### config.mk
export PLATFORM = sky130hd
export DESIGN_NAME = keyword_lexer_with_position
export DESIGN_NICKNAME = d
export VERILOG_FILES = /design/src/rtl/core/kwl_pkg.sv /design/src/rtl/core/kwl_front.sv /design/src/rtl/core/kwl_queue.sv /design/src/rtl/core/keyword_lexer_with_position.sv
export SDC_FILE = /design/constraint.sdc
export NUM_CORES = 1
export LEC_CHECK = 0
export ABC_AREA = 1
export BUFFER_PORTS_ARGS = -buffer_cell sky130_fd_sc_hd__buf_4
export CORE_ASPECT_RATIO = 0.5
export CORE_UTILIZATION = 57
export CTS_CLUSTER_SIZE = 12
export DETAILED_ROUTE_END_ITERATION = 8
export GPL_TIMING_DRIVEN = 0
export PLACE_DENSITY = 0.79
export SETUP_SLACK_MARGIN = 0.2
export SYNTH_ARGS = -nofsm -noshare
export SYNTH_HDL_FRONTEND = slang
export SYNTH_HIERARCHICAL = 1
export SYNTH_SLANG_ARGS = --single-unit
### constraint.sdc
create_clock -name aclk -period 3.71 [get_ports aclk]
set_clock_uncertainty 0.1 [all_clocks]
set_input_delay 0.742 -clock aclk [delete_from_list [all_inputs] [get_ports aclk]]
set_output_delay 0.742 -clock aclk [all_outputs]
set_load 0.02 [all_outputs]
### src/rtl/core/kwl_pkg.sv
package kwl_pkg;

    localparam int POS_W = 16;
    localparam int OUT_W = 16;
    localparam logic [POS_W-1:0] POS_MAX = {POS_W{1'b1}};

    localparam int QDEPTH = 4;
    localparam int QPW = $clog2(QDEPTH);

    localparam logic [3:0] K_INVALID = 4'd0;
    localparam logic [3:0] K_DARLING = 4'd1;
    localparam logic [3:0] K_MY      = 4'd2;
    localparam logic [3:0] K_NOTHING = 4'd3;
    localparam logic [3:0] K_BEATS   = 4'd4;
    localparam logic [3:0] K_A       = 4'd5;
    localparam logic [3:0] K_JET     = 4'd6;
    localparam logic [3:0] K_HAND    = 4'd7;
    localparam logic [3:0] K_HOLD    = 4'd8;
    localparam logic [3:0] K_HOLIDAY = 4'd9;
    localparam logic [3:0] K_END     = 4'd10;

    localparam logic [4:0] P_IDLE    = 5'd0;
    localparam logic [4:0] P_DARLING = 5'd1;
    localparam logic [4:0] P_MY      = 5'd7;
    localparam logic [4:0] P_NOTHING = 5'd8;
    localparam logic [4:0] P_BEATS   = 5'd14;
    localparam logic [4:0] P_JET     = 5'd18;
    localparam logic [4:0] P_HAND    = 5'd21;
    localparam logic [4:0] P_HOLIDAY = 5'd23;
    localparam logic [4:0] P_H1      = 5'd26;
    localparam logic [4:0] P_H2      = 5'd27;
    localparam logic [4:0] P_H3      = 5'd28;
    localparam logic [4:0] P_AWAIT   = 5'd29;

    localparam logic [7:0] CH_SEMI = 8'h3b;
    localparam logic [7:0] CH_LF   = 8'h0a;
    localparam logic [7:0] CH_CR   = 8'h0d;
    localparam logic [7:0] CH_TAB  = 8'h09;
    localparam logic [7:0] CH_SP   = 8'h20;

    typedef struct packed {
        logic [7:0] byte_in;
        logic       end_of_input;
    } in_t;

    typedef struct packed {
        logic [3:0]       token_kind;
        logic [OUT_W-1:0] token_line;
        logic [OUT_W-1:0] token_column;
        logic             last_of_run;
    } out_t;

    typedef struct packed {
        logic [3:0]       kind;
        logic [OUT_W-1:0] line;
        logic [OUT_W-1:0] column;
    } res_t;

    // results of one input transfer: r0 always, r1 when second is set
    typedef struct packed {
        logic second;
        res_t r0;
        res_t r1;
    } pair_t;

    function automatic logic [POS_W-1:0] sat_inc(input logic [POS_W-1:0] v);
        sat_inc = (v == POS_MAX) ? v : POS_W'(v + 1'b1);
    endfunction

    function automatic logic [OUT_W-1:0] to_out(input logic [POS_W-1:0] v);
        to_out = OUT_W'(v);
    endfunction

    function automatic logic is_delim(input logic [7:0] b);
        is_delim = (b == CH_SP) || (b == CH_TAB) || (b == CH_CR) ||
                   (b == CH_LF) || (b == CH_SEMI);
    endfunction

    // expected byte at each linear trie position
    function automatic logic [7:0] chain_byte(input logic [4:0] p);
        unique case (p)
            5'd1:    chain_byte = "a";
            5'd2:    chain_byte = "r";
            5'd3:    chain_byte = "l";
            5'd4:    chain_byte = "i";
            5'd5:    chain_byte = "n";
            5'd6:    chain_byte = "g";
            5'd7:    chain_byte = "y";
            5'd8:    chain_byte = "o";
            5'd9:    chain_byte = "t";
            5'd10:   chain_byte = "h";
            5'd11:   chain_byte = "i";
            5'd12:   chain_byte = "n";
            5'd13:   chain_byte = "g";
            5'd14:   chain_byte = "e";
            5'd15:   chain_byte = "a";
            5'd16:   chain_byte = "t";
            5'd17:   chain_byte = "s";
            5'd18:   chain_byte = "e";
            5'd19:   chain_byte = "t";
            5'd20:   chain_byte = "2";
            5'd21:   chain_byte = "n";
            5'd22:   chain_byte = "d";
            5'd23:   chain_byte = "d";
            5'd24:   chain_byte = "a";
            5'd25:   chain_byte = "y";
            default: chain_byte = 8'h00;
        endcase
    endfunction

    // keyword completed when the expected byte at this position matches
    function automatic logic [3:0] chain_kind(input logic [4:0] p);
        unique case (p)
            5'd6:    chain_kind = K_DARLING;
            5'd7:    chain_kind = K_MY;
            5'd13:   chain_kind = K_NOTHING;
            5'd17:   chain_kind = K_BEATS;
            5'd20:   chain_kind = K_JET;
            5'd22:   chain_kind = K_HAND;
            5'd25:   chain_kind = K_HOLIDAY;
            default: chain_kind = K_INVALID;
        endcase
    endfunction

endpackage

### src/rtl/core/kwl_front.sv
module kwl_front import kwl_pkg::*; (
    input  logic  aclk,
    input  logic  aresetn,
    input  logic  in_fire,
    input  in_t   in_data,
    output logic  push,
    output pair_t push_data
);

    logic [4:0]       mp_reg, mp_next;
    logic             comment_reg, comment_next;
    logic [POS_W-1:0] line_reg, line_next;
    logic [POS_W-1:0] col_reg, col_next;
    logic [POS_W-1:0] start_reg, start_next;
    logic [3:0]       pend_reg, pend_next;

    logic [7:0]       b;
    logic [POS_W-1:0] col_inc;
    logic             in_match;

    // idle-byte handling, shared by the idle and keyword-await paths
    logic [4:0]       ib_mp;
    logic [3:0]       ib_pend;
    logic             ib_comment;
    logic [POS_W-1:0] ib_line;
    logic [POS_W-1:0] ib_col;
    logic [POS_W-1:0] ib_start;
    logic             ib_emit;
    res_t             ib_res;

    logic             st_ok;
    logic [4:0]       st_next;
    logic [3:0]       st_kind;

    logic [POS_W-1:0] end_line;
    logic [POS_W-1:0] end_col;

    assign b        = in_data.byte_in;
    assign col_inc  = sat_inc(col_reg);
    assign in_match = (mp_reg >= P_DARLING) && (mp_reg <= P_H3);

    always_comb begin
        ib_mp      = P_IDLE;
        ib_pend    = K_INVALID;
        ib_comment = 1'b0;
        ib_line    = line_reg;
        ib_col     = col_inc;
        ib_start   = start_reg;
        ib_emit    = 1'b0;
        if (b == CH_SEMI) begin
            ib_comment = 1'b1;
        end else if (b == CH_LF) begin
            ib_line = sat_inc(line_reg);
            ib_col  = '0;
        end else if (b == CH_SP || b == CH_TAB || b == CH_CR) begin
            ib_emit = 1'b0;
        end else begin
            ib_start = col_inc;
            unique case (b)
                "d":     ib_mp = P_DARLING;
                "m":     ib_mp = P_MY;
                "n":     ib_mp = P_NOTHING;
                "b":     ib_mp = P_BEATS;
                "j":     ib_mp = P_JET;
                "h":     ib_mp = P_H1;
                "a": begin
                    ib_mp   = P_AWAIT;
                    ib_pend = K_A;
                end
                default: ib_emit = 1'b1;
            endcase
        end
        ib_res.kind   = K_INVALID;
        ib_res.line   = to_out(line_reg);
        ib_res.column = to_out(col_inc);
    end

    // one trie step for a byte inside a keyword
    always_comb begin
        st_ok   = 1'b1;
        st_next = P_IDLE;
        st_kind = K_INVALID;
        if (mp_reg == P_H1) begin
            if (b == "a") begin
                st_next = P_HAND;
            end else if (b == "o") begin
                st_next = P_H2;
            end else begin
                st_ok = 1'b0;
            end
        end else if (mp_reg == P_H2) begin
            if (b == "l") begin
                st_next = P_H3;
            end else begin
                st_ok = 1'b0;
            end
        end else if (mp_reg == P_H3) begin
            if (b == "d") begin
                st_next = P_AWAIT;
                st_kind = K_HOLD;
            end else if (b == "i") begin
                st_next = P_HOLIDAY;
            end else begin
                st_ok = 1'b0;
            end
        end else if (b == chain_byte(mp_reg)) begin
            st_kind = chain_kind(mp_reg);
            st_next = (st_kind != K_INVALID) ? P_AWAIT : 5'(mp_reg + 5'd1);
        end else begin
            st_ok = 1'b0;
        end
    end

    always_comb begin
        mp_next      = mp_reg;
        comment_next = comment_reg;
        line_next    = line_reg;
        col_next     = col_reg;
        start_next   = start_reg;
        pend_next    = pend_reg;
        push         = 1'b0;
        end_line     = line_reg;
        end_col      = col_inc;

        push_data.second    = 1'b0;
        push_data.r0.kind   = K_INVALID;
        push_data.r0.line   = to_out(line_reg);
        push_data.r0.column = to_out(start_reg);
        push_data.r1        = ib_res;

        if (in_fire) begin
            if (in_data.end_of_input) begin
                if (comment_reg) begin
                    end_line = sat_inc(line_reg);
                    end_col  = sat_inc('0);
                end else if (in_match) begin
                    push_data.second = 1'b1;
                    end_col          = sat_inc(col_inc);
                end else if (mp_reg == P_AWAIT) begin
                    push_data.second  = 1'b1;
                    push_data.r0.kind = pend_reg;
                end
                if (push_data.second) begin
                    push_data.r1.kind   = K_END;
                    push_data.r1.line   = to_out(end_line);
                    push_data.r1.column = to_out(end_col);
                end else begin
                    push_data.r0.kind   = K_END;
                    push_data.r0.line   = to_out(end_line);
                    push_data.r0.column = to_out(end_col);
                end
                push         = 1'b1;
                mp_next      = P_IDLE;
                comment_next = 1'b0;
                line_next    = POS_W'(1);
                col_next     = '0;
                start_next   = '0;
                pend_next    = K_INVALID;
            end else if (comment_reg) begin
                col_next = col_inc;
                if (b == CH_LF) begin
                    line_next    = sat_inc(line_reg);
                    col_next     = '0;
                    comment_next = 1'b0;
                end
            end else if (mp_reg == P_AWAIT) begin
                // keyword stands only if a delimiter follows it
                push              = 1'b1;
                push_data.r0.kind = is_delim(b) ? pend_reg : K_INVALID;
                push_data.second  = ib_emit;
                mp_next           = ib_mp;
                pend_next         = ib_pend;
                comment_next      = ib_comment;
                line_next         = ib_line;
                col_next          = ib_col;
                start_next        = ib_start;
            end else if (in_match) begin
                col_next = col_inc;
                if (!st_ok) begin
                    push    = 1'b1;
                    mp_next = P_IDLE;
                end else begin
                    mp_next = st_next;
                    if (st_next == P_AWAIT) begin
                        pend_next = st_kind;
                    end
                end
            end else begin
                push         = ib_emit;
                push_data.r0 = ib_res;
                mp_next      = ib_mp;
                pend_next    = ib_pend;
                comment_next = ib_comment;
                line_next    = ib_line;
                col_next     = ib_col;
                start_next   = ib_start;
            end
        end
    end

    always_ff @(posedge aclk) begin
        if (!aresetn) begin
            mp_reg      <= P_IDLE;
            comment_reg <= 1'b0;
            line_reg    <= POS_W'(1);
            col_reg     <= '0;
            start_reg   <= '0;
            pend_reg    <= K_INVALID;
        end else begin
            mp_reg      <= mp_next;
            comment_reg <= comment_next;
            line_reg    <= line_next;
            col_reg     <= col_next;
            start_reg   <= start_next;
            pend_reg    <= pend_next;
        end
    end

    a_end_resets: assert property (@(posedge aclk) disable iff (!aresetn)
        in_fire && in_data.end_of_input |=>
            mp_reg == P_IDLE && line_reg == POS_W'(1) && col_reg == '0 && !comment_reg)
        else $error("lexer state not cleared after end marker");

    a_line_nonzero: assert property (@(posedge aclk) disable iff (!aresetn)
        line_reg != '0)
        else $error("line counter reached zero");

endmodule

### src/rtl/core/kwl_queue.sv
module kwl_queue import kwl_pkg::*; (
    input  logic  aclk,
    input  logic  aresetn,
    input  logic  push,
    input  pair_t push_data,
    output logic  not_full,
    output logic  m_valid,
    input  logic  m_ready,
    output out_t  m_data
);

    pair_t          mem [QDEPTH];
    logic [QPW-1:0] wr_ptr_reg, wr_ptr_next;
    logic [QPW-1:0] rd_ptr_reg, rd_ptr_next;
    logic [QPW:0]   count_reg, count_next;
    logic           sub_reg, sub_next;

    pair_t head;
    logic  out_xfer;
    logic  pop;

    assign head     = mem[rd_ptr_reg];
    assign not_full = (count_reg != (QPW+1)'(QDEPTH));
    assign m_valid  = (count_reg != '0);
    assign out_xfer = m_valid && m_ready;
    // an entry leaves after its last result is transferred
    assign pop      = out_xfer && (sub_reg || !head.second);

    always_comb begin
        m_data.token_kind   = sub_reg ? head.r1.kind   : head.r0.kind;
        m_data.token_line   = sub_reg ? head.r1.line   : head.r0.line;
        m_data.token_column = sub_reg ? head.r1.column : head.r0.column;
        m_data.last_of_run  = sub_reg || !head.second;
    end

    always_comb begin
        wr_ptr_next = push ? QPW'(wr_ptr_reg + 1'b1) : wr_ptr_reg;
        rd_ptr_next = pop ? QPW'(rd_ptr_reg + 1'b1) : rd_ptr_reg;
        count_next  = count_reg;
        if (push && !pop) begin
            count_next = (QPW+1)'(count_reg + 1'b1);
        end else if (pop && !push) begin
            count_next = (QPW+1)'(count_reg - 1'b1);
        end
        sub_next = sub_reg;
        if (pop) begin
            sub_next = 1'b0;
        end else if (out_xfer) begin
            sub_next = 1'b1;
        end
    end

    always_ff @(posedge aclk) begin
        if (push) begin
            mem[wr_ptr_reg] <= push_data;
        end
    end

    always_ff @(posedge aclk) begin
        if (!aresetn) begin
            wr_ptr_reg <= '0;
            rd_ptr_reg <= '0;
            count_reg  <= '0;
            sub_reg    <= 1'b0;
        end else begin
            wr_ptr_reg <= wr_ptr_next;
            rd_ptr_reg <= rd_ptr_next;
            count_reg  <= count_next;
            sub_reg    <= sub_next;
        end
    end

    a_no_overflow: assert property (@(posedge aclk) disable iff (!aresetn)
        push |-> not_full)
        else $error("push into full queue");

    a_sub_has_second: assert property (@(posedge aclk) disable iff (!aresetn)
        sub_reg |-> m_valid && head.second)
        else $error("second result selected without one");

endmodule

### src/rtl/core/keyword_lexer_with_position.sv
// results of a transfer on s_ are written into the queue and offered on m_ from its registers
// throughput: one source byte per cycle while the queue is not full; the lexer takes each byte as it is transferred
// results leave one per cycle while m_ready is high, so a byte that yields two results
// presents them in turn; a queue of 4 result pairs decouples the two sides
// reset: aresetn low (synchronous) returns to line 1, column 0 and empties the queue
module keyword_lexer_with_position import kwl_pkg::*; (
    input  logic aclk,
    input  logic aresetn,
    input  logic s_valid,
    output logic s_ready,
    input  in_t  s_data,
    output logic m_valid,
    input  logic m_ready,
    output out_t m_data
);

    logic  in_fire;
    logic  push;
    pair_t push_data;
    logic  not_full;

    assign s_ready = not_full;
    assign in_fire = s_valid && s_ready;

    kwl_front u_front (
        .aclk      (aclk),
        .aresetn   (aresetn),
        .in_fire   (in_fire),
        .in_data   (s_data),
        .push      (push),
        .push_data (push_data)
    );

    kwl_queue u_queue (
        .aclk      (aclk),
        .aresetn   (aresetn),
        .push      (push),
        .push_data (push_data),
        .not_full  (not_full),
        .m_valid   (m_valid),
        .m_ready   (m_ready),
        .m_data    (m_data)
    );

endmodule
==> impl_metrics.sql, run 1 <==
INSERT INTO impl_metrics (metric_group, metric, value, unit) VALUES
('route', 'routedWlPerCell', '18.7', 'um'),
('clock_tree', 'clock_tree_from_tritoncts', 'yes', ''),
('synth', 'synth.yosys.warnings', '6', ''),
('clock_tree', 'hold_buffers', '0', ''),
('synth', 'synth.largest_area_cell', 'sky130_fd_sc_hd__edfxtp_1', ''),
('hold_path', 'timing.hold.worst.class', 'reg2reg', ''),
('power', 'swShare', '0.341', ''),
('timing', 'min_period_over_period', '0.904', ''),
('route', 'via_per_inst', '5.86', ''),
('synth', 'postSynthAreaPerCell', '9.13', 'um2'),
('timing', 'rsz0062_at_grt', 'false', ''),
('power', 'totalPowerFinal', '0.0121', 'W'),
('setup_path', 'crit_path_start_kind', 'register', ''),
('setup_path', 'slowest_stage', 'sky130_fd_sc_hd__dfxtp_4', ''),
('power', 'switching_power', '0.00411', 'W'),
('route', 'starting_drc_count_in_detailed_routing', '1735', ''),
('layout', 'final_nets', '2098', ''),
('clock_tree', 'cts-buffers-inserted', '36', ''),
('clock_tree', 'cts_max_level', '2', ''),
('die', 'design.portCount', '52', ''),
('die', 'placement_rows', '45', ''),
('layout', 'max_flop_register', 'u_queue/mem', ''),
('clock_tree', 'clk_pin_slew_worst_paths', '0.06', 'ns'),
('die', 'die_area', '32300', 'um2'),
('synth', 'synth_area_leaders', 'sky130_fd_sc_hd__edfxtp_1 (49%), sky130_fd_sc_hd__nand2_1 (8.9%), sky130_fd_sc_hd__dfxtp_1 (8.4%)', ''),
('power', 'pwr-share-clk', '0.274', ''),
('synth', 'top_area_cell_type_share_of_the_netlist_area', '0.488', ''),
('setup_path', 'worst_path_dominant_cell_family', 'simple AND/OR/NAND/NOR gates', ''),
('power', 'static_leak', '7.72', 'nW'),
('setup_path', 'worst-endpoint-arrival', '3.55', 'ns'),
('grt', 'grt.total_usage', '0.291', ''),
('placement', 'dp_worst_setup_slack', '-0.364', 'ns'),
('timing', 'finalHoldViolations', '0', ''),
('die', 'core-area', '30600', 'um2'),
('layout', 'largest_reg_flops', '292', ''),
('setup_path', 'timing.critical_path.buf_inv', '4', ''),
('placement', 'hpwl', '31.5', 'mm'),
('timing', 'setup_violations', '0', ''),
('synth', 'ys_types', '56', ''),
('power', 'cellPowerDensity', '597', 'nW/um2'),
('route', 'post-route-drc-count', '0', ''),
('timing', 'slew_violations', '0', ''),
('grt', 'grt_overflow', '0', ''),
('grt', 'grt_start_max_net_pins', '35', ''),
('timing', 'timing_worst_slew_pin_value', '0.935', 'ns'),
('setup_path', 'worst_setup_end_kind', 'register', ''),
('synth', 'synth_edf_count', '292', ''),
('run', 'drv.max_cap_violation_count', '0', ''),
('route', 'antenna_violating_nets_post_route', '0', ''),
('power', 'ir_worst_vdd', '0.369', 'mV'),
('synth', 'synth_seq_cells', '367', ''),
('power', 'relative_contribution_of_combinational_cells_to_total_power', '0.299', ''),
('run_status', 'status', 'completed', ''),
('synth', 'ys_async_sr_fraction', '0', ''),
('layout', 'antenna_cell_count', '0', ''),
('setup_path', 'worstPathCellList', 'ha_4 -> nand3_2 -> nor2_4 -> inv_2 -> nor2_4 -> inv_2 -> buf_6 -> nand2_2 -> nand2_2 -> inv_4 -> ha_4 -> nand3_2 -> nor3_4 -> nand2_1 -> nor2_4 -> nand2_2 -> nand2_1 -> xor2_1 -> o21ai_2', ''),
('clock_tree', 'clockRootBuffer', 'sky130_fd_sc_hd__clkbuf_16', ''),
('timing', 'fmax', '298', 'MHz'),
('synth', 'synth_seq_area_share', '0.572', ''),
('route', 'dr_total_vias', '14700', ''),
('timing', 'slew_headroom', '0.377', ''),
('clock_tree', 'max-clock-path-buffers', '3', ''),
('layout', 'drive_gt1_frac', '0.117', ''),
('setup_path', 'worst-endpoint-required', '3.91', 'ns'),
('placement', 'number_of_port_buffers', '50', ''),
('timing', 'finalWorstSetupSlack', '0.354', 'ns'),
('die', 'dieHeight', '128', 'um'),
('setup_path', 'critPathMaxStageDelay', '0.38', 'ns'),
('clock_tree', 'numClockSinks', '367', ''),
('synth', 'netlist_area', '18000', 'um2'),
('grt', 'vias_in_the_first_global_route', '13600', '');
-- cells by family (layout without fill, tap and decap cells) --
logic type / after synthesis / count (layout) / synth area share
AO/OA/AOI/OAI: 390 / 390 / 0.124
XOR/XNOR: 36 / 36 / 0.0176
adder cells (fa/ha/maj): 20 / 20 / 0.0144
buffers and inverters: 269 / 390 / 0.0624
flip-flops: 367 / 367 / 0.572
multiplexers: 4 / 4 / 0.00223
other: 1 / 2 / 0.000209
AND/OR/NAND/NOR: 879 / 879 / 0.207
-- Yosys cell counts, drive strengths merged, types with 4 or more instances --
| cell type | instances |
|---|---|
| edfxtp | 292 |
| inv | 154 |
| mux2i | 4 |
| xnor2 | 6 |
| nand3 | 79 |
| clkbuf | 61 |
| nand2 | 448 |
| o211ai | 10 |
| a211oi | 11 |
| nor3 | 26 |
| a21oi | 60 |
| a31oi | 5 |
| a22oi | 11 |
| buf | 49 |
| nor2 | 285 |
| ha | 19 |
| o21ai | 200 |
| clkinv | 5 |
| o22ai | 77 |
| nand4 | 32 |
| xor2 | 30 |
| dfxtp | 75 |
-- timing repair --
| item | in CTS | in global routing |
|---|---|---|
| gates cloned | 1 | 0 |
| setup buffers | 1 | 0 |
| resized for setup | 12 | 22 |
| pin swaps | 0 | 3 |
| endpoints found under the setup margin | 73 | 239 |
-- cell type report --
class / instances / area, um2
inverter: 159 / 614
fill: 2393 / 10400
tap: 423 / 529
timing repair inverter: 1 / 5.00
timing repair buffer: 59 / 543
clock buffer: 58 / 987
buffer: 110 / 523
multi-input combinational: 1331 / 6710
clock inverter: 3 / 30.0
sequential: 367 / 10300
-- per-layer routing --
layer / part of all wire / global-route usage / vias up
met5: 0 / 0 / -
met4: 0.023 / 0.0834 / 0
met3: 0.092 / 0.0410 / 94
met2: 0.47 / 0.479 / 731
met1: 0.42 / 0.406 / 6986
li1: - / - / 6910
-- metrics by stage --
stage               setup TNS [ns]  cell area (um2)  hold slack (ns)   util  instances
detailed placement          -14.88            19000            0.357  0.622       2448
floorplan                        0            18000            0.340      -       1967
CTS                              0            20100            0.371  0.657       2511
finish                           0            20200            0.375  0.660       2511
global route                     0            20200            0.380  0.660       2511
global placement           -309.32            18900            0.357  0.616       2440
-- power groups by stage --
stage / Sequential (W) / Combinational (W) / Clock (W)
2_1_floorplan: 0.00520 / 0.00215 / 0
3_3_place_gp: 0.00524 / 0.00338 / 0
3_5_place_dp: 0.00522 / 0.00351 / 0
4_1_cts: 0.00513 / 0.00356 / 0.00333
5_1_grt: 0.00517 / 0.00388 / 0.00349
6_report: 0.00514 / 0.00361 / 0.00331
-- tightest hold or removal path, stage by stage (launching register included) --
cell and delay, ns:
sky130_fd_sc_hd__dfxtp_1 0.31, sky130_fd_sc_hd__nand2_1 0.06, sky130_fd_sc_hd__a21oi_1 0.05
-- cells in the final DEF, fill, tap and decap left out, types with 3 or more instances in the layout --
master                         n
sky130_fd_sc_hd__or2_2         3
sky130_fd_sc_hd__buf_4        66
sky130_fd_sc_hd__xor2_1       30
sky130_fd_sc_hd__nand3_1      70
sky130_fd_sc_hd__a21oi_1      53
sky130_fd_sc_hd__o22ai_1      77
sky130_fd_sc_hd__nor3_1       21
sky130_fd_sc_hd__clkbuf_1     82
sky130_fd_sc_hd__buf_12        8
sky130_fd_sc_hd__a22oi_1      11
sky130_fd_sc_hd__nand2_1     424
sky130_fd_sc_hd__buf_2        25
sky130_fd_sc_hd__inv_1       133
sky130_fd_sc_hd__a21oi_2       7
sky130_fd_sc_hd__ha_1         17
sky130_fd_sc_hd__clkinvlp_4    4
sky130_fd_sc_hd__clkinv_1      5
sky130_fd_sc_hd__nor3_4        3
sky130_fd_sc_hd__xnor2_1       6
sky130_fd_sc_hd__a31oi_1       5
sky130_fd_sc_hd__a211oi_1     10
sky130_fd_sc_hd__o21ai_0     170
sky130_fd_sc_hd__nor2_4        4
sky130_fd_sc_hd__o21ai_1      27
sky130_fd_sc_hd__nor2_1      271
sky130_fd_sc_hd__nand2_2      22
sky130_fd_sc_hd__clkbuf_16    36
sky130_fd_sc_hd__o2111ai_1     3
sky130_fd_sc_hd__buf_6         3
sky130_fd_sc_hd__nand3_2       8
sky130_fd_sc_hd__dfxtp_1      71
sky130_fd_sc_hd__o211ai_1      8
sky130_fd_sc_hd__dfxtp_2       3
sky130_fd_sc_hd__a2bb2oi_1     3
sky130_fd_sc_hd__inv_2        16
sky130_fd_sc_hd__buf_1         6
sky130_fd_sc_hd__nor2_2       10
sky130_fd_sc_hd__nand4_1      31
sky130_fd_sc_hd__edfxtp_1    292
-- path summary, 6_finish.rpt --
path,start,end,slack [ns],cells after the start
setup / recovery,u_front/col_reg[0],u_queue/mem[1][0],0.35,19
setup reg to reg,u_front/col_reg[0],u_queue/mem[1][0],0.35,19
hold / removal,u_front/start_reg[2],u_front/start_reg[2],0.37,2
hold reg to reg,u_front/start_reg[2],u_front/start_reg[2],0.37,2
Note: power is estimated with default switching activity, not from simulation.
==> inputs of run 2 (changes only) <==
--- a/config.mk
+++ b/config.mk
@@ -8,11 +8,11 @@
 export ABC_AREA = 1
 export BUFFER_PORTS_ARGS = -buffer_cell sky130_fd_sc_hd__buf_4
 export CORE_ASPECT_RATIO = 0.5
-export CORE_UTILIZATION = 57
+export CORE_UTILIZATION = 45
 export CTS_CLUSTER_SIZE = 12
 export DETAILED_ROUTE_END_ITERATION = 8
 export GPL_TIMING_DRIVEN = 0
-export PLACE_DENSITY = 0.79
+export PLACE_DENSITY = 0.65
 export SETUP_SLACK_MARGIN = 0.2
 export SYNTH_ARGS = -nofsm -noshare
 export SYNTH_HDL_FRONTEND = slang
==> run 2 against run 1 <==
Against the previous run: die area up 26%; hold slack got worse by 0.0087 ns; sequential power about the same; clock power is 6.0% higher; worst setup slack gained 0.019 ns; count of clock-buffer cells in the layout rose by 4; first-iteration DRC count down 19%; via count is 2.9% lower; wire length up 1.5%.
==> impl_metrics.sql, run 2 (synthesis results as in run 1) <==
INSERT INTO impl_metrics (metric_group, metric, value, unit) VALUES
('run_status', 'status', 'completed', ''),
('layout', 'final_area', '20500', 'um2'),
('layout', 'largest_reg_flops', '292', ''),
('route', 'dr.pass1.iters', '5', ''),
('layout', 'final_cell_count_without_fillers', '2633', ''),
('setup_path', 'worst-endpoint-required', '2.87', 'ns'),
('timing', 'timing_worst_slew_pin_value', '0.870', 'ns'),
('placement', 'globalplace.congestion', '0.907', ''),
('timing', 'min_period_over_period', '0.899', ''),
('die', 'die_area', '40800', 'um2'),
('setup_path', 'critical_path.max_fanout', '10', ''),
('hold_path', 'timing.hold.worst.class', 'reg2reg', ''),
('timing', 'post-route-min-period', '3.34', 'ns'),
('setup_path', 'r2r_path_end', 'u_queue/mem[3][0]', ''),
('run', 'drv.max_cap_violation_count', '0', ''),
('setup_path', 'regToRegSetupSlack', '0.41', 'ns'),
('die', 'dieHeight', '143', 'um'),
('die', 'die-width', '284', 'um'),
('setup_path', 'worst-endpoint-arrival', '2.49', 'ns'),
('setup_path', 'r2r.worst_path.cells', '20', ''),
('layout', 'antenna_cell_count', '0', ''),
('clock_tree', 'clk_pin_slew_worst_paths', '0.06', 'ns'),
('layout', 'max_flop_register', 'u_queue/mem', ''),
('clock_tree', 'clock_tree_from_tritoncts', 'yes', ''),
('setup_path', 'crit_path_start_kind', 'register', ''),
('timing', 'slew_headroom', '0.420', ''),
('grt', 'grt_start_max_net_pins', '36', ''),
('setup_path', 'startpoint_of_the_lowest_slack_register_to_register_path', 'u_front/col_reg[0]', ''),
('clock_tree', 'clockRootBuffer', 'sky130_fd_sc_hd__clkbuf_16', ''),
('power', 'cellPowerDensity', '598', 'nW/um2'),
('power', 'ir_worst_vdd', '0.341', 'mV'),
('grt', 'grt.total_usage', '0.232', ''),
('clock_tree', 'clk-insertion-delay-late', '0.54', 'ns'),
('clock_tree', 'cts-buffers-inserted', '37', ''),
('route', 'antenna_violating_nets_post_route', '0', ''),
('grt', 'grt_overflow', '0', ''),
('grt', 'antenna_found_initial', '0', ''),
('route', 'starting_drc_count_in_detailed_routing', '1399', ''),
('clock_tree', 'cts_max_level', '2', ''),
('layout', 'most-common-layout-cells', 'sky130_fd_sc_hd__nand2_1 (422), sky130_fd_sc_hd__edfxtp_1 (292), sky130_fd_sc_hd__nor2_1 (271)', ''),
('grt', 'vias_in_the_first_global_route', '13400', ''),
('die', 'core-area', '39100', 'um2'),
('placement', 'hpwl', '32.4', 'mm'),
('hold_path', 'hold_path_depth', '2', ''),
('route', 'post-route-drc-count', '0', ''),
('hold_path', 'hold_path_start', 'u_front/start_reg[8]', ''),
('timing', 'finalHoldViolations', '0', ''),
('placement', 'placed_area', '19200', 'um2'),
('grt', 'grt_first_pass_wirelength', '73.5', 'mm'),
('layout', 'drive_gt1_frac', '0.124', ''),
('setup_path', 'timing_worst_setup_path_type', 'reg2out', ''),
('timing', 'rsz0062_at_grt', 'false', ''),
('hold_path', 'min_delay_worst_endpoint', 'u_front/start_reg[8]', ''),
('die', 'floorplan.initialDensity', '0.459', ''),
('die', 'design.portCount', '52', ''),
('route', 'dr_total_vias', '14300', ''),
('die', 'placement_rows', '51', ''),
('clock_tree', 'numClockSinks', '367', ''),
('route', 'detail_route.wirelength', '47.6', 'mm'),
('placement', 'number_of_port_buffers', '50', ''),
('layout', 'final_nets', '2107', ''),
('layout', 'mostFrequentLayoutCell', 'sky130_fd_sc_hd__nand2_1', ''),
('clock_tree', 'max-clock-path-buffers', '3', ''),
('layout', 'syn2layout_area_growth', '14.1', '%'),
('placement', 'placed_insts', '2555', ''),
('route', 'via_per_inst', '5.43', ''),
('route', 'routedWlPerCell', '18.1', 'um'),
('timing', 'setup_violations', '0', ''),
('timing', 'fmax', '300', 'MHz'),
('timing', 'slew_violations', '0', ''),
('power', 'static_leak', '7.78', 'nW'),
('setup_path', 'worst_setup_end_kind', 'output pin', '');
-- run 2: changes by cell type in the layout (fill, tap and decap cells not counted), moves of 2 or more --
| cell | before | now |
|---|---|---|
| sky130_fd_sc_hd__nand2_2 | 22 | 24 |
| sky130_fd_sc_hd__clkinv_2 | 1 | 4 |
| sky130_fd_sc_hd__buf_4 | 66 | 73 |
| sky130_fd_sc_hd__nand2_1 | 424 | 422 |
| sky130_fd_sc_hd__o21bai_2 | 1 | 3 |
| sky130_fd_sc_hd__clkbuf_16 | 36 | 39 |
-- run 2: routing by layer --
metal  routed length [um]  vias to the layer above  GRT usage
met5                    0                        -          0
met4                  835                        0     0.0526
met3                 3410                       71     0.0366
met2                21800                      489      0.379
met1                21600                     6780      0.325
li1                     -                     6951          -
-- run 2: what timing repair did --
action                     CTS  global route
cloned                       1             1
setup buffers                1             7
hold buffers                 0             0
resized for setup           13            21
pin swaps                    0             3
setup endpoints to repair  158           253
-- run 2: power by group --
| part | total [W] | internal, W | leakage [nW] | switching [W] |
|---|---|---|---|---|
| clock | 0.00351 | 0.00197 | 0.539 | 0.00154 |
| sequential | 0.00514 | 0.00500 | 3.38 | 0.000135 |
| combinational | 0.00360 | 0.00114 | 3.86 | 0.00247 |
| total | 0.0122 | 0.00811 | 7.78 | 0.00414 |
-- run 2: how the worst max path moves through the flow --
stage	cells after the start	to	slack [ns]
2_1_floorplan	10	u_queue/mem[0][0]	0.27
3_3_place_gp	11	u_queue/mem[3][24]	-1.19
3_5_place_dp	16	u_queue/mem[3][29]	-0.30
4_1_cts	13	u_queue/mem[0][27]	0.21
5_1_grt	20	u_queue/mem[3][0]	0.21
6_report	7	m_data[28]	0.37
-- run 2: layout make-up --
cell class / instances / area, um2
fillers: 3594 / 18600
flip-flops and latches: 367 / 10300
multi-input cells: 1331 / 6680
clock buffers: 62 / 1060
well taps: 530 / 663
inverters: 159 / 614
repair buffers: 66 / 596
plain buffers: 110 / 524
clock inverters: 6 / 58.8
repair inverters: 2 / 10.0
-- run 2: critical path, cell delays in order (launching register included) --
cell                       delay (ns)
sky130_fd_sc_hd__dfxtp_1         0.45
sky130_fd_sc_hd__buf_6           0.19
sky130_fd_sc_hd__clkbuf_1        0.50
sky130_fd_sc_hd__o21ai_0         0.22
sky130_fd_sc_hd__o22ai_1         0.22
sky130_fd_sc_hd__nand2_1         0.09
sky130_fd_sc_hd__nand2_1         0.13
sky130_fd_sc_hd__buf_4           0.15
-- run 2: stage by stage --
stage                     setup TNS, ns  utilization  setup WS (ns)  hold WS, ns  total power, W
after floorplan                       0            -          0.268        0.340         0.00735
after global placement          -334.69        0.486          -1.19        0.359         0.00868
after detailed placement         -32.40        0.490         -0.301        0.359         0.00875
after CTS                             0        0.521          0.206        0.369          0.0123
after global routing                  0        0.524          0.207        0.391          0.0128
final                                 0        0.524          0.374        0.366          0.0122
